[config.mk]
export PLATFORM = sky130hd
export DESIGN_NAME = http_request_line_parser_unit
export DESIGN_NICKNAME = d
export VERILOG_FILES = /design/src/sv/hrlp_pkg.sv /design/src/sv/hrlp_queue.sv /design/src/sv/hrlp_front.sv /design/src/sv/hrlp_back.sv /design/src/sv/http_request_line_parser_unit.sv
export SDC_FILE = /design/constraint.sdc
export NUM_CORES = 1
export LEC_CHECK = 0
export BUFFER_PORTS_ARGS = -buffer_cell sky130_fd_sc_hd__clkbuf_2
export CORE_MARGIN = 2
export CORE_UTILIZATION = 57
export CTS_CLUSTER_SIZE = 25
export DETAILED_ROUTE_END_ITERATION = 10
export GPL_ROUTABILITY_DRIVEN = 0
export HOLD_SLACK_MARGIN = 0.05
export MAX_ROUTING_LAYER = met4
export PLACE_DENSITY = 0.78
export SYNTH_ARGS = -nofsm -noshare
export SYNTH_HDL_FRONTEND = slang
export SYNTH_SLANG_ARGS = --single-unit
[constraint.sdc]
create_clock -name clock -period 4.3 [get_ports clock]
set_input_delay 0.215 -clock clock [delete_from_list [all_inputs] [get_ports clock]]
set_output_delay 0.215 -clock clock [all_outputs]
set_load 0.005 [all_outputs]
[src/sv/hrlp_pkg.sv]
`default_nettype none

package hrlp_pkg;

   // One byte of the received request.
   typedef struct packed {
      logic [7:0] req_byte;
      logic       end_of_data;
   } request_type;

   // One result transaction.
   typedef struct packed {
      logic [3:0] status;
      logic [7:0] asset_byte;
      logic       has_byte;
      logic       last_result;
   } rsp_type;

   typedef enum logic [3:0] {
      ST_ROOT               = 4'd0,
      ST_ASSET              = 4'd1,
      ST_METHOD_LONG        = 4'd2,
      ST_PATH_LONG          = 4'd3,
      ST_VERSION_LONG       = 4'd4,
      ST_METHOD_INCOMPLETE  = 4'd5,
      ST_PATH_INCOMPLETE    = 4'd6,
      ST_VERSION_INCOMPLETE = 4'd7,
      ST_NOT_GET            = 4'd8,
      ST_BAD_VERSION        = 4'd9,
      ST_EMPTY_PATH         = 4'd10
   } status_type;

   typedef enum logic [1:0] {
      PH_METHOD  = 2'd0,
      PH_PATH    = 2'd1,
      PH_VERSION = 2'd2,
      PH_DRAIN   = 2'd3
   } phase_type;

   localparam logic [7:0] CHAR_SPACE = 8'h20;
   localparam logic [7:0] CHAR_CR    = 8'h0D;
   localparam logic [7:0] CHAR_ZERO  = 8'h30;
   localparam logic [7:0] CHAR_ONE   = 8'h31;

   // Longest method and version fields, in characters.
   localparam int METHOD_LIMIT  = 9;
   localparam int VERSION_LIMIT = 11;

   localparam int GET_LEN     = 3;
   localparam int PREFIX_LEN  = 7;
   localparam int VERSION_LEN = 8;

   function automatic logic [7:0] get_char(input logic [1:0] idx);
      logic [7:0] c;
      case (idx)
         2'd0:    c = 8'h47;  // G
         2'd1:    c = 8'h45;  // E
         default: c = 8'h54;  // T
      endcase
      return c;
   endfunction

   function automatic logic [7:0] prefix_char(input logic [2:0] idx);
      logic [7:0] c;
      case (idx)
         3'd0:    c = 8'h48;  // H
         3'd1:    c = 8'h54;  // T
         3'd2:    c = 8'h54;  // T
         3'd3:    c = 8'h50;  // P
         3'd4:    c = 8'h2F;  // /
         3'd5:    c = 8'h31;  // 1
         default: c = 8'h2E;  // .
      endcase
      return c;
   endfunction

endpackage

`default_nettype wire

[src/sv/hrlp_queue.sv]
`default_nettype none

module hrlp_queue #(
   parameter type ENTRY_TYPE = logic,
   parameter int  DEPTH      = 2
) (
   input  wire logic                         clock,
   input  wire logic                         reset,
   input  wire logic                         push,
   input  wire ENTRY_TYPE                    push_data,
   output logic                              full,
   input  wire logic                         pop,
   output ENTRY_TYPE                         pop_data,
   output logic                              empty,
   output logic [$clog2(DEPTH+1)-1:0]        level
);

   localparam int PW = (DEPTH > 1) ? $clog2(DEPTH) : 1;
   localparam int LW = $clog2(DEPTH+1);

   ENTRY_TYPE         store_ff [DEPTH];
   logic [PW-1:0]     wr_ptr_ff, wr_ptr_in;
   logic [PW-1:0]     rd_ptr_ff, rd_ptr_in;
   logic [LW-1:0]     count_ff, count_in;
   logic              do_push, do_pop;

   assign full     = (count_ff == LW'(DEPTH));
   assign empty    = (count_ff == '0);
   assign level    = count_ff;
   assign pop_data = store_ff[rd_ptr_ff];
   assign do_push  = push && !full;
   assign do_pop   = pop && !empty;

   always_comb begin
      wr_ptr_in = wr_ptr_ff;
      rd_ptr_in = rd_ptr_ff;
      count_in  = count_ff;
      if (do_push) begin
         wr_ptr_in = (wr_ptr_ff == PW'(DEPTH-1)) ? '0 : wr_ptr_ff + 1'b1;
      end
      if (do_pop) begin
         rd_ptr_in = (rd_ptr_ff == PW'(DEPTH-1)) ? '0 : rd_ptr_ff + 1'b1;
      end
      if (do_push && !do_pop) begin
         count_in = count_ff + 1'b1;
      end else if (do_pop && !do_push) begin
         count_in = count_ff - 1'b1;
      end
   end

   always_ff @(posedge clock) begin
      if (reset) begin
         wr_ptr_ff <= '0;
         rd_ptr_ff <= '0;
         count_ff  <= '0;
      end else begin
         wr_ptr_ff <= wr_ptr_in;
         rd_ptr_ff <= rd_ptr_in;
         count_ff  <= count_in;
      end
   end

   always_ff @(posedge clock) begin
      if (do_push) begin
         store_ff[wr_ptr_ff] <= push_data;
      end
   end

endmodule

`default_nettype wire

[src/sv/hrlp_front.sv]
`default_nettype none

module hrlp_front #(
   parameter int  ASSET_MAX = 15,
   parameter type CMD_TYPE  = logic,
   parameter type WR_TYPE   = logic
) (
   input  wire logic                  clock,
   input  wire logic                  reset,
   input  wire logic                  push,
   output logic                       full,
   input  wire hrlp_pkg::request_type req_data,
   input  wire logic                  cmd_full,
   output logic                       cmd_push,
   output CMD_TYPE                    cmd_data,
   output WR_TYPE                     wr,
   input  wire logic                  asset_done
);

   localparam int LEN_W      = $clog2(ASSET_MAX+2);
   localparam int CNT_W      = (LEN_W > 4) ? LEN_W : 4;
   localparam int AW         = $clog2(ASSET_MAX+1);
   localparam int PATH_LIMIT = ASSET_MAX + 1;

   hrlp_pkg::phase_type  phase_ff, phase_in;
   logic [CNT_W-1:0]     count_ff, count_in;
   logic                 match_ff, match_in;
   logic [LEN_W-1:0]     len_ff, len_in;
   logic                 pending_ff, pending_in;
   logic                 accept, decided, eod;
   logic [7:0]           b;
   hrlp_pkg::status_type st;

   // The path store belongs to the back end while an asset burst is owed.
   assign full   = cmd_full || (pending_ff && (phase_ff == hrlp_pkg::PH_PATH));
   assign accept = push && !full;
   assign b      = req_data.req_byte;
   assign eod    = req_data.end_of_data;

   always_comb begin
      phase_in   = phase_ff;
      count_in   = count_ff;
      match_in   = match_ff;
      len_in     = len_ff;
      pending_in = pending_ff && !asset_done;
      decided    = 1'b0;
      st         = hrlp_pkg::ST_ROOT;
      wr.en      = 1'b0;
      wr.addr    = count_ff[AW-1:0];
      wr.data    = b;

      if (accept) begin
         unique case (phase_ff)
            hrlp_pkg::PH_METHOD: begin
               if (b == hrlp_pkg::CHAR_SPACE) begin
                  if (match_ff && count_ff == CNT_W'(hrlp_pkg::GET_LEN)) begin
                     phase_in = hrlp_pkg::PH_PATH;
                     count_in = '0;
                     match_in = 1'b1;
                  end else begin
                     decided = 1'b1;
                     st      = hrlp_pkg::ST_NOT_GET;
                  end
               end else if (count_ff >= CNT_W'(hrlp_pkg::METHOD_LIMIT)) begin
                  decided = 1'b1;
                  st      = hrlp_pkg::ST_METHOD_LONG;
               end else begin
                  if (count_ff >= CNT_W'(hrlp_pkg::GET_LEN) ||
                      b != hrlp_pkg::get_char(count_ff[1:0])) begin
                     match_in = 1'b0;
                  end
                  count_in = count_ff + 1'b1;
               end
            end
            hrlp_pkg::PH_PATH: begin
               if (b == hrlp_pkg::CHAR_SPACE) begin
                  len_in   = count_ff[LEN_W-1:0];
                  phase_in = hrlp_pkg::PH_VERSION;
                  count_in = '0;
                  match_in = 1'b1;
               end else if (count_ff >= CNT_W'(PATH_LIMIT)) begin
                  decided = 1'b1;
                  st      = hrlp_pkg::ST_PATH_LONG;
               end else begin
                  wr.en    = 1'b1;
                  count_in = count_ff + 1'b1;
               end
            end
            hrlp_pkg::PH_VERSION: begin
               if (b == hrlp_pkg::CHAR_SPACE || b == hrlp_pkg::CHAR_CR) begin
                  decided = 1'b1;
                  if (!(match_ff && count_ff == CNT_W'(hrlp_pkg::VERSION_LEN))) begin
                     st = hrlp_pkg::ST_BAD_VERSION;
                  end else if (len_ff == '0) begin
                     st = hrlp_pkg::ST_EMPTY_PATH;
                  end else if (len_ff == LEN_W'(1)) begin
                     st = hrlp_pkg::ST_ROOT;
                  end else begin
                     st         = hrlp_pkg::ST_ASSET;
                     pending_in = 1'b1;
                  end
               end else if (count_ff >= CNT_W'(hrlp_pkg::VERSION_LIMIT)) begin
                  decided = 1'b1;
                  st      = hrlp_pkg::ST_VERSION_LONG;
               end else begin
                  if (count_ff < CNT_W'(hrlp_pkg::PREFIX_LEN)) begin
                     if (b != hrlp_pkg::prefix_char(count_ff[2:0])) begin
                        match_in = 1'b0;
                     end
                  end else if (count_ff == CNT_W'(hrlp_pkg::PREFIX_LEN)) begin
                     if (b != hrlp_pkg::CHAR_ZERO && b != hrlp_pkg::CHAR_ONE) begin
                        match_in = 1'b0;
                     end
                  end else begin
                     match_in = 1'b0;
                  end
                  count_in = count_ff + 1'b1;
               end
            end
            hrlp_pkg::PH_DRAIN: begin
               if (eod) begin
                  phase_in = hrlp_pkg::PH_METHOD;
                  count_in = '0;
                  match_in = 1'b1;
                  len_in   = '0;
               end
            end
            default: begin
               phase_in = hrlp_pkg::PH_METHOD;
            end
         endcase

         // The request ended inside a field: length check first.
         if (!decided && eod && phase_ff != hrlp_pkg::PH_DRAIN) begin
            decided = 1'b1;
            case (phase_in)
               hrlp_pkg::PH_METHOD: begin
                  st = (count_in >= CNT_W'(hrlp_pkg::METHOD_LIMIT)) ?
                       hrlp_pkg::ST_METHOD_LONG : hrlp_pkg::ST_METHOD_INCOMPLETE;
               end
               hrlp_pkg::PH_PATH: begin
                  st = (count_in >= CNT_W'(PATH_LIMIT)) ?
                       hrlp_pkg::ST_PATH_LONG : hrlp_pkg::ST_PATH_INCOMPLETE;
               end
               default: begin
                  st = (count_in >= CNT_W'(hrlp_pkg::VERSION_LIMIT)) ?
                       hrlp_pkg::ST_VERSION_LONG : hrlp_pkg::ST_VERSION_INCOMPLETE;
               end
            endcase
         end

         if (decided) begin
            phase_in = eod ? hrlp_pkg::PH_METHOD : hrlp_pkg::PH_DRAIN;
            count_in = '0;
            match_in = 1'b1;
            if (eod) begin
               len_in = '0;
            end
         end
      end
   end

   assign cmd_push             = decided;
   assign cmd_data.status      = st;
   assign cmd_data.path_length = len_ff;

   always_ff @(posedge clock) begin
      if (reset) begin
         phase_ff   <= hrlp_pkg::PH_METHOD;
         count_ff   <= '0;
         match_ff   <= 1'b1;
         len_ff     <= '0;
         pending_ff <= 1'b0;
      end else begin
         phase_ff   <= phase_in;
         count_ff   <= count_in;
         match_ff   <= match_in;
         len_ff     <= len_in;
         pending_ff <= pending_in;
      end
   end

endmodule

`default_nettype wire

[src/sv/hrlp_back.sv]
`default_nettype none

module hrlp_back #(
   parameter int  ASSET_MAX = 15,
   parameter int  OUT_DEPTH = 4,
   parameter type CMD_TYPE  = logic,
   parameter type WR_TYPE   = logic
) (
   input  wire logic                           clock,
   input  wire logic                           reset,
   input  wire logic                           cmd_empty,
   input  wire CMD_TYPE                        cmd_data,
   output logic                                cmd_pop,
   input  wire WR_TYPE                         wr,
   output logic                                asset_done,
   input  wire logic [$clog2(OUT_DEPTH+1)-1:0] out_level,
   output logic                                out_push,
   output hrlp_pkg::rsp_type                   out_data
);

   localparam int LEN_W = $clog2(ASSET_MAX+2);
   localparam int AW    = $clog2(ASSET_MAX+1);
   localparam int LVL_W = $clog2(OUT_DEPTH+1);

   logic [7:0]        path_mem [ASSET_MAX+1];
   logic [7:0]        rd_data_ff;
   logic [LEN_W-1:0]  idx_ff, idx_in;
   logic              s1_valid_ff, s1_valid_in;
   logic [3:0]        s1_status_ff, s1_status_in;
   logic              s1_has_ff, s1_has_in;
   logic              s1_last_ff, s1_last_in;
   logic              room, issue, is_asset, is_last;
   logic [LVL_W:0]    occupancy;

   // Count the result already in flight so the output queue never overflows.
   assign occupancy = {1'b0, out_level} + {{LVL_W{1'b0}}, s1_valid_ff};
   assign room      = occupancy < (LVL_W+1)'(OUT_DEPTH);
   assign issue     = !cmd_empty && room;
   assign is_asset  = (cmd_data.status == hrlp_pkg::ST_ASSET);
   assign is_last   = ((idx_ff + 1'b1) == cmd_data.path_length);

   always_comb begin
      idx_in       = idx_ff;
      cmd_pop      = 1'b0;
      asset_done   = 1'b0;
      s1_valid_in  = issue;
      s1_status_in = cmd_data.status;
      s1_has_in    = is_asset;
      s1_last_in   = is_asset ? is_last : 1'b1;
      if (issue) begin
         if (is_asset && !is_last) begin
            idx_in = idx_ff + 1'b1;
         end else begin
            cmd_pop    = 1'b1;
            asset_done = is_asset;
            idx_in     = LEN_W'(1);
         end
      end
   end

   always_ff @(posedge clock) begin
      if (reset) begin
         idx_ff      <= LEN_W'(1);
         s1_valid_ff <= 1'b0;
      end else begin
         idx_ff      <= idx_in;
         s1_valid_ff <= s1_valid_in;
      end
   end

   always_ff @(posedge clock) begin
      s1_status_ff <= s1_status_in;
      s1_has_ff    <= s1_has_in;
      s1_last_ff   <= s1_last_in;
   end

   always_ff @(posedge clock) begin
      if (wr.en) begin
         path_mem[wr.addr] <= wr.data;
      end
      rd_data_ff <= path_mem[idx_ff[AW-1:0]];
   end

   assign out_push             = s1_valid_ff;
   assign out_data.status      = s1_status_ff;
   assign out_data.asset_byte  = s1_has_ff ? rd_data_ff : 8'h00;
   assign out_data.has_byte    = s1_has_ff;
   assign out_data.last_result = s1_last_ff;

endmodule

`default_nettype wire

[src/sv/http_request_line_parser_unit.sv]
// HTTP request line parser.
// Input channel: one transaction per request byte, pushed while full is low, with
// end_of_data set on the final byte of the request. Result channel: a queue read
// through empty and pop; each transaction carries a status and, for an asset path,
// one path character. A request yields one result, or one result per asset
// character with last_result set on the final one.
// The front end takes one byte per cycle while full is low and makes its decision
// on the byte that closes a field or ends the request; the decision waits in a
// two-entry command queue. The back end issues one result per cycle while the
// result queue has room, reading the path store through a registered port, into a
// four-entry result queue; a decision gets there via the command queue and stage s1.
// Bytes of later requests keep flowing during an asset burst, except that the
// front end holds off path bytes until the back end has read the previous path.
// When the result side stops popping, the queues fill and full rises; nothing is
// dropped. Reset (synchronous, active high) empties both queues and rearms the
// parser at the method field; the path store needs no clearing.
`default_nettype none

module http_request_line_parser_unit #(
   parameter int ASSET_MAX = 15
) (
   input  wire logic                  clock,
   input  wire logic                  reset,
   input  wire logic                  push,
   output logic                       full,
   input  wire hrlp_pkg::request_type req_data,
   output logic                       empty,
   input  wire logic                  pop,
   output hrlp_pkg::rsp_type          rsp_data
);

   localparam int LEN_W     = $clog2(ASSET_MAX+2);
   localparam int AW        = $clog2(ASSET_MAX+1);
   localparam int CMD_DEPTH = 2;
   localparam int OUT_DEPTH = 4;

   // Decision handed from the front end to the back end.
   typedef struct packed {
      hrlp_pkg::status_type status;
      logic [LEN_W-1:0]     path_length;
   } cmd_type;

   // Write port of the path store.
   typedef struct packed {
      logic          en;
      logic [AW-1:0] addr;
      logic [7:0]    data;
   } wr_type;

   cmd_type                        front_cmd, back_cmd;
   wr_type                         path_wr;
   logic                           cmd_push, cmd_full, cmd_pop, cmd_empty;
   logic                           asset_done;
   logic                           out_push;
   hrlp_pkg::rsp_type              out_data;
   logic [$clog2(OUT_DEPTH+1)-1:0] out_level;

   hrlp_front #(
      .ASSET_MAX (ASSET_MAX),
      .CMD_TYPE  (cmd_type),
      .WR_TYPE   (wr_type)
   ) u_front (
      .clock      (clock),
      .reset      (reset),
      .push       (push),
      .full       (full),
      .req_data   (req_data),
      .cmd_full   (cmd_full),
      .cmd_push   (cmd_push),
      .cmd_data   (front_cmd),
      .wr         (path_wr),
      .asset_done (asset_done)
   );

   hrlp_queue #(
      .ENTRY_TYPE (cmd_type),
      .DEPTH      (CMD_DEPTH)
   ) u_cmd_queue (
      .clock     (clock),
      .reset     (reset),
      .push      (cmd_push),
      .push_data (front_cmd),
      .full      (cmd_full),
      .pop       (cmd_pop),
      .pop_data  (back_cmd),
      .empty     (cmd_empty),
      .level     ()
   );

   hrlp_back #(
      .ASSET_MAX (ASSET_MAX),
      .OUT_DEPTH (OUT_DEPTH),
      .CMD_TYPE  (cmd_type),
      .WR_TYPE   (wr_type)
   ) u_back (
      .clock      (clock),
      .reset      (reset),
      .cmd_empty  (cmd_empty),
      .cmd_data   (back_cmd),
      .cmd_pop    (cmd_pop),
      .wr         (path_wr),
      .asset_done (asset_done),
      .out_level  (out_level),
      .out_push   (out_push),
      .out_data   (out_data)
   );

   // The back end never pushes without room, so the full flag is not needed here.
   hrlp_queue #(
      .ENTRY_TYPE (hrlp_pkg::rsp_type),
      .DEPTH      (OUT_DEPTH)
   ) u_out_queue (
      .clock     (clock),
      .reset     (reset),
      .push      (out_push),
      .push_data (out_data),
      .full      (),
      .pop       (pop),
      .pop_data  (rsp_data),
      .empty     (empty),
      .level     (out_level)
   );

endmodule

`default_nettype wire
---- Word level (Yosys, flattened, before mapping) ----
Memories as Yosys holds them, arrays and structs flattened. A register that Yosys moved wholly into a read port is not among the register bits.
Cells that the tools add are included.
storage, ports and cells
  register bits after elaboration ......... 37
  bits in writable memories ............... 202
  bits of input ports ..................... 13
  output and inout bits ................... 16
  logic and storage cells ................. 231
  memories ................................ 3
memory list
  name                  depth  bits a word  rd ports  clocked after Yosys merged registers in  wr ports  RTL line          text
  u_back.path_mem       16     8            1         1                                        1         hrlp_back.sv:25   logic [7:0] path_mem [ASSET_MAX+1];
  u_out_queue.store_ff  4      14           1         1                                        1         hrlp_queue.sv:21  ENTRY_TYPE store_ff [DEPTH];
  u_cmd_queue.store_ff  2      9            1         1                                        1         hrlp_queue.sv:21
operators by class
  add/subtract/negate cells ............... 11
  order comparisons ....................... 9
  eq/ne operators ......................... 36
  multiplexer cells ....................... 112
  reduce and logical (&&, ||, !) cells .... 44
operators by type and width
  operator             count
  $mux 8               10
  $mux 5               15
  $mux 1               49
  $pmux 7 s5           1
  $mux 2               16
  $mux 4               8
  $ge 5x4->1 const B   4
  $pmux 5 s2           2
  $pmux 5 s4           1
  $logic_and 1x1->1    18
  $ne 8x6->1 const B   2
  $ne 8x8->1           2
  $mux 3               5
  $logic_not 1->1      12
  $pmux 4 s3           1
  $add 5x1->5 const B  2
  $eq 2x2->1 const B   5
  $ge 5x5->1 const B   2
  $reduce_and 10->1    1
  $eq 3x3->1 const B   3
  $ne 3x3->1 const B   3
  $eq 8x4->1 const B   1
  $eq 8x6->1 const B   1
  $logic_not 2->1      4
  33 further kinds     44

---- Depth between registers and ports, before layout ----
Gate-level depths: netlist of the first run.
  depth after elaboration ................. 17
  mapped depth ............................ 12
  depth with buffers taken out ............ 11

---- Hierarchy ----
From an unflattened synthesis of the first run, not the netlist that was laid out.
second synthesis, totals
  cells, all modules ...................... 684
  area total of the unflattened synthesis .. 10872.9 µm²
modules (own cells, without submodules)
  module                     instances  cells an instance  area each (µm²)  sequential area each (µm²)
  hrlp_back                  1          280                5851.9           4244.1
  hrlp_queue at u_out_queue  1          123                2521.2           1861.8
  hrlp_front                 1          228                1635.3           280.3
  hrlp_queue at u_cmd_queue  1          53                 864.6            640.6

---- Worst setup path after synthesis of the first run ----
Ideal clock, no wire load.
  path kind ............................... flip-flop to flip-flop
  start ................................... register u_front.count_ff[1]
  end ..................................... register u_cmd_queue.count_ff[1] (netlist: u_cmd_queue.level[1])
  setup time .............................. 70 ps
  arrival time ............................ 3123 ps
  required time ........................... 4230 ps
  setup slack ............................. 1106 ps
  stages on the path, launching flop included .. 12
  buffers on the path ..................... 1
  clock period less this slack ............ 3194 ps
  cell sequence ........................... dfxtp_1 > clkbuf_1 > inv_1 > ha_1 > or4_4 > a221oi_4 > nor2_4 > nor3_1 > nor2_1 > ha_1 > or3_1 > a21oi_1
on the way
  word-level cells in the longest chain between the ends .. 16
  elaborated cells on any way between the ends .. 26
  classes of those cells .................. 3 x order compare; 1 x eq/ne; 13 x mux; 9 x reduce/logical
RTL lines
  what                                                RTL line           text
  from (decl)                                         hrlp_front.sv:26   logic [CNT_W-1:0] count_ff, count_in;
  from (signal assigned)                              hrlp_front.sv:176  count_ff <= count_in;
  branches (longest 4 deep; another with $ge 5x4->1)  --
  $pmux 1 s3 (*)                                      hrlp_front.sv:53   unique case (phase_ff)
  $mux 1 (*)                                          hrlp_front.sv:52   if (accept) begin
  $logic_not 1->1                                     hrlp_front.sv:134  if (!decided && eod && phase_ff != hrlp_pkg::PH_DRAIN) begin
  $logic_and 1x1->1 (2 in series)                     hrlp_front.sv:134
  $mux 1 (*)                                          hrlp_front.sv:134
  $mux 1 (*) (2 in series)                            hrlp_front.sv:52
  $logic_and 1x1->1 (*)                               hrlp_queue.sv:31   assign do_push = push && !full;
  via u_cmd_queue.do_push                             hrlp_queue.sv:25   logic do_push, do_pop;
  $logic_not 1->1                                     hrlp_queue.sv:46   end else if (do_pop && !do_push) begin
  $logic_and 1x1->1                                   hrlp_queue.sv:46
  $reduce_bool 2->1 (no line)                         --
  to (signal assigned)                                hrlp_queue.sv:59   count_ff <= count_in;
  to (decl)                                           hrlp_queue.sv:24   logic [LW-1:0] count_ff, count_in;
Mark *: on every way through the listed nets, which the timed path passes. The select of a mux whose other input is x is not followed.
A chain may end at the register's enable or synchronous reset.

---- Worst setup path in the final report of the first run ----
Ends and elaborated chain as after synthesis.

==> flow_summary.yaml, run 1 <==
status:
  status: "complete, but fails checks"
  violations: "DRC"
drt:
  wirelength_microns: 21500
  vias: 5974
  drtPass1Iterations: 8
  drc: 5
  vias_per_cell: 6.35
  first_iter_violations: 658
  antenna_left: 0
  wl_per_cell_microns: 22.9
timing:
  rsz0062_at_grt: "false"
  slew_violations: 0
  skew_ns: 0.0185
  tns_ns: 0
  holdWs_ns: 0.154
  worst_slew_pin_slew_ns: 0.931
  setup-violations-final: 0
  max_freq_ghz: 0.278
  period_needed_ns: 3.60
  relSlewSlack_pct: 37.9
  hold_viol: 0
  fin_crit_sh_pct: 83.8
grt:
  antenna_found_initial: 0
  grt_pass1_wl_microns: 33800
  grt_max_degree: 35
  grt_pass1_vias: 5933
  grt_overflow: 0
  grt_use_total_pct: 22.9
job:
  maxCapViolCount: 0
clocking:
  clock_latency_ns: 0.53
  htree_levels: 1
  hold_buffers: 0
  cts.sinks: 250
  clock_path_buffers: 3
  cts_tree: "done"
  post_cts_resize_count: 0
  cts.clk_slew.worst_paths_ns: 0.06
  cts_made_buffers: 25
  root_buffer: "clkbuf_16"
  cts_setup_buffers: 0
yosys:
  yosysTopAreaCellShare_pct: 57.5
  yosysMostFrequentCell: "edfxtp_1"
  synth_area_per_cell_sq_um: 16.0
  synthArstFlopShare_pct: 0
  postSynthRegisterBits: 250
  synthFlopType: "edfxtp_1"
  yosysTopAreaCell: "edfxtp_1"
  synth_edf_count: 202
  syn_nets: 688
  synth.area.top_cells: "edfxtp_1 (58%), mux4_2 (12%), dfxtp_1 (9.1%)"
  synth_warnings: 0
  seq_area_frac_synth_pct: 66.6
  synth_area_sq_um: 10500
  netlist_top_cells_count: "edfxtp_1 (202), nor2_1 (60), mux4_2 (54), dfxtp_1 (48), nand2_1 (30)"
  synth_cell_types: 75
  synthCells: 661
pwr:
  sequentialPowerShare_pct: 48.7
  p_int_w: 0.00452
  p_leak_nw: 3.92
  switching_share_pct: 23.8
  comb_power_share_pct: 12.7
  p_sw_w: 0.00141
  clock_power_share_pct: 38.6
  power_density_nw_per_um2: 504
  ir_worst_vdd_v: 0.000440
place:
  dp_hpwl_microns: 13300
  io_buffers: 28
  placed_cell_area_sq_um: 10900
floorplanning:
  rows: 49
  core_sq_um: 18100
  die_w_microns: 140
  die_h_microns: 140
  start_util_pct: 58.3
  io_pins: 29
  dieArea_sq_um: 19600
setup_path:
  cp-end-kind: "flop"
  arrival_ns: 4.04
  cp.required_ns: 4.74
  start_kind: "flop"
  critPathMaxFanout: 17
  regToRegSetupSlack_ns: 0.70
  path_class: "flop to flop"
finish:
  fin_nets: 720
  final_util_pct: 65.1
  synthToLayoutAreaGrowth_pct: 11.6
  design_area_sq_um: 11800
  n_antenna_cell: 0
  drive_gt1_share_pct: 21.6
worst_hold_path:
  hold_path_class: "input port to flop"
sequential cells by signal, summed over array words and instances, names as in the netlist, 3 cells and up, named ones only:
register              cells
u_back.path_mem         128
u_back.idx_ff             5
u_cmd_queue.store_ff     18
u_out_queue.level         3
u_front.count_ff          5
u_back.rd_data_ff         8
u_back.s1_status_ff       4
u_front.len_ff            5
u_out_queue.store_ff     56
stage by stage:
step,cells,setup slack (ns),power (W)
2_1_floorplan,661,1.11,0.00344
3_3_place_gp,895,0.888,0.00364
4_1_cts,941,0.754,0.00597
5_1_grt,941,0.487,0.00614
3_5_place_dp,895,0.760,0.00369
6_report,941,0.697,0.00593
final cells by class:
cell class,instances,area [sq um]
clock buffer,32,703
clock inverter,14,179
fill,1197,6320
inverter,12,45.0
multi-input combinational,369,3340
sequential,250,7030
tap,229,287
timing repair buffer,35,193
power by group through the flow:
| stage | sequential [W] | combinational (W) | clock (W) |
|---|---|---|---|
| 2_1_floorplan | 0.00287 | 0.000575 | 0 |
| 3_3_place_gp | 0.00292 | 0.000719 | 0 |
| 3_5_place_dp | 0.00294 | 0.000750 | 0 |
| 4_1_cts | 0.00289 | 0.000760 | 0.00232 |
| 5_1_grt | 0.00291 | 0.000826 | 0.00240 |
| 6_report | 0.00289 | 0.000753 | 0.00229 |
worst paths after layout:
check             depth (start not counted)                    from                           to
setup / recovery                         10     u_front.count_ff[1]         u_cmd_queue.level[1]
hold / removal                            4             req_data[0]          u_front.phase_ff[0]
setup reg to reg                         10     u_front.count_ff[1]         u_cmd_queue.level[1]
hold reg to reg                           0  u_back.s1_status_ff[3]  u_out_queue.store_ff[3][13]
per-layer routing:
| layer | vias to the layer above | wire length (microns) | track usage (%) |
|---|---|---|---|
| met5 | - | 0 | - |
| li1 | 2662 | - | - |
| met2 | 282 | 10900 | 37.9 |
| met1 | 2976 | 8660 | 30.5 |
| met4 | 0 | 515 | 6.38 |
| met3 | 54 | 1480 | 3.08 |
cell usage in the layout (no fill, tap or decap), types with 4 or more instances in the layout:
cell / netlist / routed
o21ai_0: 22 / 22
and2_1: 16 / 16
ha_1: 13 / 13
nand3b_1: 6 / 6
xor2_1: 11 / 11
nor3_1: 9 / 9
mux2i_1: 9 / 9
mux2_2: 4 / 4
a21oi_1: 21 / 21
mux4_2: 54 / 54
clkbuf_2: 0 / 28
bufinv_16: 0 / 4
nand2_1: 30 / 30
nand3_1: 8 / 8
a22oi_1: 7 / 7
edfxtp_1: 202 / 202
dfxtp_1: 48 / 47
xnor2_1: 7 / 7
nor2_1: 60 / 60
nor2b_1: 9 / 9
or3_1: 5 / 5
clkbuf_16: 0 / 26
buf_4: 0 / 7
nor4_1: 4 / 4
inv_1: 12 / 12
cell families after synthesis:
| family | Yosys count | share of synthesized area (%) |
|---|---|---|
| AOI/OAI and AO/OA | 95 | 6.35 |
| adders and majority gates | 14 | 1.73 |
| and+or+nand+nor | 175 | 9.24 |
| muxes | 67 | 12.8 |
| xor gates and xnor gates | 18 | 1.49 |
| buffers and inverters | 42 | 1.77 |
| DFF | 250 | 66.6 |
worst max-delay path: stages, from the launching register on:
cell      delay, ns
dfxtp_1        0.71
inv_1          0.18
ha_1           0.28
or4_4          0.45
a221oi_4       0.37
nor2_4         0.14
nor3_1         0.37
nor2_1         0.14
ha_1           0.34
or3_1          0.39
a21oi_1        0.15
(Power assumes the default switching activity.)
==> inputs of run 2 (changes only) <==
--- a/config.mk
+++ b/config.mk
@@ -5,6 +5,7 @@
 export SDC_FILE = /design/constraint.sdc
 export NUM_CORES = 1
 export LEC_CHECK = 0
+export ABC_AREA = 1
 export BUFFER_PORTS_ARGS = -buffer_cell sky130_fd_sc_hd__clkbuf_2
 export CORE_MARGIN = 2
 export CORE_UTILIZATION = 57
==> constraint.sdc (replaced) <==
create_clock -name clock -period 3.5 [get_ports clock]
set_input_delay 0.175 -clock clock [delete_from_list [all_inputs] [get_ports clock]]
set_output_delay 0.175 -clock clock [all_outputs]
set_load 0.005 [all_outputs]
==> flow_summary.yaml, run 2 <==
status:
  status: "finished, final reports clean"
grt:
  grt_pass1_wl_microns: 38300
  grt_max_degree: 65
  grt_overflow: 0
  grt_pass1_vias: 7559
  gr-usage-met1_pct: 31.8
  grt_use_total_pct: 24.7
  top_usage_layer: "met2"
  use_met2_pct: 41.2
  met3_usage_pct: 3.47
  antenna_found_initial: 0
pwr:
  switching_share_pct: 27.7
  p_sw_w: 0.00204
  total_power_w: 0.00738
  ir_worst_vdd_v: 0.000350
  power_density_nw_per_um2: 612
  sequentialPowerShare_pct: 48.9
  comb_power_share_pct: 17.0
  clock_power_share_pct: 34.1
  p_leak_nw: 4.45
  p_int_w: 0.00533
place:
  dp_hpwl_microns: 15500
  place_ws_ns: 0.751
  place_inst: 1256
  io_buffers: 28
setup_path:
  arrival_ns: 3.28
  cp.depth: 12
  r2r_start: "u_back.idx_ff[3]"
  crit_chain: "clkinv_1 > xor2_1 > xnor2_1 > inv_1 > nand4_1 > nand2_1 > nand2_1 > ha_1 > a21oi_1 > o21ai_0 > o21ai_0 > a21oi_1"
  start_kind: "flop"
  worstRegToRegCells: 12
  slowest_delay_ns: 0.60
  crit_family: "flip-flops"
  path_class: "flop to flop"
  critPathMaxFanout: 11
  cp.required_ns: 3.90
  path_buf_inv: 2
  crit_start: "u_back.idx_ff[3]"
  slowest_stage: "dfxtp_1"
  cp-end-kind: "flop"
yosys:
  netlist_top_cells_count: "edfxtp_1 (202), nor2_1 (161), nand2_1 (128), o21ai_0 (116), inv_1 (76)"
  synthArstFlopShare_pct: 0
  seq_area_frac_synth_pct: 64.7
  synth_warnings: 0
  synth_area_sq_um: 10900
  yosysTopAreaCellShare_pct: 55.8
  synth_cell_types: 48
  synth_edf_count: 202
  synthCells: 1017
  synth_area_per_cell_sq_um: 10.7
  yosysTopAreaCell: "edfxtp_1"
  postSynthRegisterBits: 250
  yosysMostFrequentCell: "edfxtp_1"
  syn_nets: 1044
  synthFlopType: "edfxtp_1"
  synth.area.top_cells: "edfxtp_1 (56%), dfxtp_1 (8.8%), nor2_1 (5.6%)"
floorplanning:
  io_pins: 29
  rows: 50
  start_util_pct: 58.1
  die_h_microns: 142
  dieArea_sq_um: 20200
  die_w_microns: 142
  core_sq_um: 18700
job:
  maxCapViolCount: 0
finish:
  largest_register_ffs: 128
  fin_nets: 1077
  top_regs: "u_back.path_mem: 128 flops, u_out_queue.store_ff: 56 flops, u_cmd_queue.store_ff: 18 flops"
  n_antenna_cell: 0
  drive_gt1_share_pct: 11.9
  largest-register: "u_back.path_mem"
  instances_no_fill: 1303
  final_common_cell: "edfxtp_1"
  synthToLayoutAreaGrowth_pct: 10.9
  final_cell_mix: "edfxtp_1 (202), nor2_1 (161), nand2_1 (128)"
timing:
  relSlewSlack_pct: 45.9
  max_freq_ghz: 0.347
  slew_violations: 0
  setup_slack_ns: 0.618
  skew_ns: 0.0161
  tns_ns: 0
  fin_crit_sh_pct: 82.3
  period_needed_ns: 2.88
  setup-violations-final: 0
  hold_viol: 0
  rsz0062_at_grt: "false"
  worst_slew_pin_slew_ns: 0.808
drt:
  vias: 7630
  drtPass1Iterations: 5
  wl_per_cell_microns: 18.4
  antenna_left: 0
  first_iter_violations: 799
  vias_per_cell: 5.86
  wirelength_microns: 23900
  drc: 0
clocking:
  cts.sinks: 250
  clock_latency_ns: 0.52
  cts_made_buffers: 25
  cts_tree: "done"
  clock_path_buffers: 3
  htree_levels: 1
  root_buffer: "clkbuf_16"
  post_cts_resize_count: 0
  cts.clk_slew.worst_paths_ns: 0.07
worst_hold_path:
  hold_path_class: "input port to flop"
  min_path_cells: 5
  worstHoldStart: "push"
[run 2: timing repair]
action                                 4_1_cts  5_1_grt
endpoints found under the hold margin        2        0
buffers inserted                             0        0
hold buffers                                 1        0
[run 2: kinds of logic after synthesis]
family	after synthesis	share of synthesized area [%]
mux	8	0.737
flops	250	64.7
simple gates	374	15.0
fa+ha+maj	14	1.68
compound gates	225	12.0
xor+xnor	14	1.13
buf+inv	132	4.77
[run 2: through the flow]
stage | util (%) | area (sq um) | hold WS (ns)
after floorplan | - | 10900 | 0.274
final | 64.4 | 12100 | 0.0817
after CTS | 64.4 | 12100 | 0.0733
after global placement | 60.2 | 11300 | 0.442
after detailed placement | 60.2 | 11300 | 0.460
after global routing | 64.4 | 12100 | 0.112
[run 2: routing by layer]
layer	share of wire (%)	wire, microns
met2	49	11800
met1	41	9810
met4	2.2	523
met3	7.6	1830
met5	0	0
[run 2: area by class of cell]
class / count / area (sq um)
flip-flops and latches: 250 / 7030
multi-input cells: 635 / 3320
fillers: 1405 / 6650
repair buffers: 48 / 293
inverters: 90 / 342
clock inverters: 13 / 90.1
well taps: 234 / 293
clock buffers: 33 / 686
[run 2: worst paths after layout]
| path | end | slack, ns |
|---|---|---|
| setup reg to reg | u_cmd_queue.level[1] | 0.62 |
| setup / recovery | u_cmd_queue.level[1] | 0.62 |
| hold reg to reg | u_out_queue.store_ff[2][13] | 0.47 |
| hold / removal | u_front.pending_ff | 0.08 |
[run 2: worst reg2reg max path, stage by stage (launching register included)]
cell and delay [ns]:
dfxtp_1 0.60, clkinv_1 0.41, xor2_1 0.42, xnor2_1 0.10, inv_1 0.06, nand4_1 0.14
nand2_1 0.12, nand2_1 0.11, ha_1 0.36, a21oi_1 0.11, o21ai_0 0.11, o21ai_0 0.16
a21oi_1 0.05
[run 2: power groups by stage]
stage | clock network [W] | registers (W) | logic (W)
2_1_floorplan | 0 | 0.00358 | 0.000892
3_3_place_gp | 0 | 0.00366 | 0.00120
3_5_place_dp | 0 | 0.00367 | 0.00125
4_1_cts | 0.00253 | 0.00360 | 0.00126
5_1_grt | 0.00266 | 0.00363 | 0.00142
6_report | 0.00251 | 0.00360 | 0.00126
==> inputs of run 3 (changes only) <==
--- a/config.mk
+++ b/config.mk
@@ -8,13 +8,13 @@
 export ABC_AREA = 1
 export BUFFER_PORTS_ARGS = -buffer_cell sky130_fd_sc_hd__clkbuf_2
 export CORE_MARGIN = 2
-export CORE_UTILIZATION = 57
+export CORE_UTILIZATION = 56
 export CTS_CLUSTER_SIZE = 25
 export DETAILED_ROUTE_END_ITERATION = 10
 export GPL_ROUTABILITY_DRIVEN = 0
 export HOLD_SLACK_MARGIN = 0.05
 export MAX_ROUTING_LAYER = met4
-export PLACE_DENSITY = 0.78
+export PLACE_DENSITY = 0.8
 export SYNTH_ARGS = -nofsm -noshare
 export SYNTH_HDL_FRONTEND = slang
 export SYNTH_SLANG_ARGS = --single-unit
==> constraint.sdc (replaced) <==
create_clock -name clock -period 2.54 [get_ports clock]
set_input_delay 0.127 -clock clock [delete_from_list [all_inputs] [get_ports clock]]
set_output_delay 0.127 -clock clock [all_outputs]
set_load 0.005 [all_outputs]
==> flow_summary.yaml, run 3 (synthesis results as in run 2) <==
place:
  dp_hpwl_microns: 16000
  io_buffers: 28
  place_inst: 1313
  place_ws_ns: 0.104
drt:
  drtPass1Iterations: 6
  wl_per_cell_microns: 18.1
  first_iter_violations: 995
  antenna_left: 0
  drc: 0
  vias: 7862
  vias_per_cell: 5.76
  wirelength_microns: 24700
clocking:
  htree_levels: 1
  cts.clk_slew.worst_paths_ns: 0.06
  root_buffer: "clkbuf_16"
  clock_path_buffers: 3
  cts.sinks: 250
  cts_tree: "done"
  cts_setup_buffers: 0
  cts_made_buffers: 25
  clock_latency_ns: 0.53
pwr:
  ir_worst_vdd_v: 0.000519
  power_density_nw_per_um2: 826
  total_power_w: 0.0102
  p_leak_nw: 4.64
timing:
  setup_slack_ns: 0.131
  period_needed_ns: 2.41
  fin_crit_sh_pct: 94.8
  hold_viol: 0
  max_freq_ghz: 0.415
  slew_violations: 0
  setup-violations-final: 0
  relSlewSlack_pct: 54.0
  skew_ns: 0.0131
  worst_slew_pin_slew_ns: 0.685
grt:
  grt_pass1_wl_microns: 39000
  grt_pass1_vias: 7665
  grt_overflow: 0
  grt_max_degree: 65
  grt_use_total_pct: 25.2
  antenna_found_initial: 0
finish:
  final_util_pct: 65.6
  top_regs: "u_back.path_mem: 128 flops, u_out_queue.store_ff: 56 flops, u_cmd_queue.store_ff: 18 flops"
  fin_nets: 1114
  n_antenna_cell: 0
  final_common_cell: "edfxtp_1"
  drive_gt1_share_pct: 15.0
  largest-register: "u_back.path_mem"
  final_cell_mix: "edfxtp_1 (202), nor2_1 (160), nand2_1 (128)"
  synthToLayoutAreaGrowth_pct: 14.1
  instances_no_fill: 1365
  largest_register_ffs: 128
floorplanning:
  start_util_pct: 57.5
  die_w_microns: 143
  die_h_microns: 143
  io_pins: 29
  rows: 50
  dieArea_sq_um: 20500
  core_sq_um: 18900
setup_path:
  crit_chain: "dlygate4sd3_1 > clkbuf_2 > inv_1 > nand2_1 > nor2_1 > nand2_2 > buf_4 > nand2_1 > nor2_1 > nand3_1 > nand2_1 > inv_1 > nand3_2 > nor2_2 > nor2_1 > nand2_1 > nand2_1 > nand2_1 > nand3_1 > nand2_1"
  start_kind: "input port"
  slowest_delay_ns: 0.52
  cp-end-kind: "flop"
  path_buf_inv: 5
  slowest_stage: "dlygate4sd3_1"
  path_class: "input port to flop"
  critPathMostFrequentCell: "nand2_1"
  crit_family: "simple AND/OR/NAND/NOR gates"
  cp.required_ns: 2.81
  arrival_ns: 2.67
  critPathMaxFanout: 12
status:
  status: "finished, final reports clean"
worst_hold_path:
  hold_path_class: "input port to flop"
job:
  maxCapViolCount: 0
[run 3: changes by cell type in the layout (fill, tap and decap cells not counted), sizes merged]
cell,delta
buf,+31
clkinv,-2
clkinvlp,+1
dlygate4sd3,+6
[run 3: per-layer routing]
| layer | track usage, % | vias to the layer above | wire length (microns) |
|---|---|---|---|
| li1 | - | 3719 | - |
| met1 | 32.5 | 3665 | 9750 |
| met2 | 41.3 | 398 | 12100 |
| met3 | 3.30 | 80 | 2040 |
| met4 | 9.49 | 0 | 820 |
| met5 | - | - | 0 |
[run 3: through the flow]
step	cell area (sq um)	setup TNS, ns	hold WS (ns)
after floorplan	10900	0	0.226
after global placement	11500	0	0.424
after detailed placement	11500	0	0.432
after CTS	12400	0	0.0860
after global routing	12400	-0.0184	0.0970
final	12400	0	0.0766
[run 3: final cells by class]
type,instances,area (sq um)
Inverter,90,342
Timing Repair Buffer,85,586
Tap cell,260,325
Fill cell,1406,6500
Sequential cell,250,7030
Clock buffer,33,686
Multi-Input combinational cell,635,3340
Clock inverter,12,90.1
[run 3: report_power, final]
| group | switching (W) | internal, W | leakage (nW) | total [W] |
|---|---|---|---|---|
| Sequential | 0.000205 | 0.00475 | 2.23 | 0.00496 |
| Combinational | 0.00116 | 0.000636 | 2.03 | 0.00180 |
| Clock | 0.00149 | 0.00200 | 0.381 | 0.00349 |
[run 3: path summary, 6_finish.rpt]
check                   start                          to  slack [ns]  cells after the start
max               req_data[5]  u_cmd_queue.store_ff[0][5]        0.13                     20
min               req_data[4]       u_back.path_mem[8][3]        0.08                      2
max reg2reg  u_back.idx_ff[0]        u_cmd_queue.level[1]        0.14                     12
min reg2reg  u_front.match_ff            u_front.match_ff        0.46                      2
[run 3: worst register-to-register path, delay by kind of cell (launching register included)]
| kind | cells | cell delay, ns |
|---|---|---|
| adder cells (fa/ha/maj) | 2 | 0.55 |
| AND/OR/NAND/NOR | 4 | 0.54 |
| AO/OA/AOI/OAI | 4 | 0.45 |
| XOR/XNOR | 2 | 0.38 |
| flip-flops | 1 | 0.37 |
[run 3: what timing repair did]
item,in CTS,in global routing
gates resized for setup,0,7
endpoints found under the setup margin,0,11
hold buffers,7,0
endpoints found under the hold margin,35,0
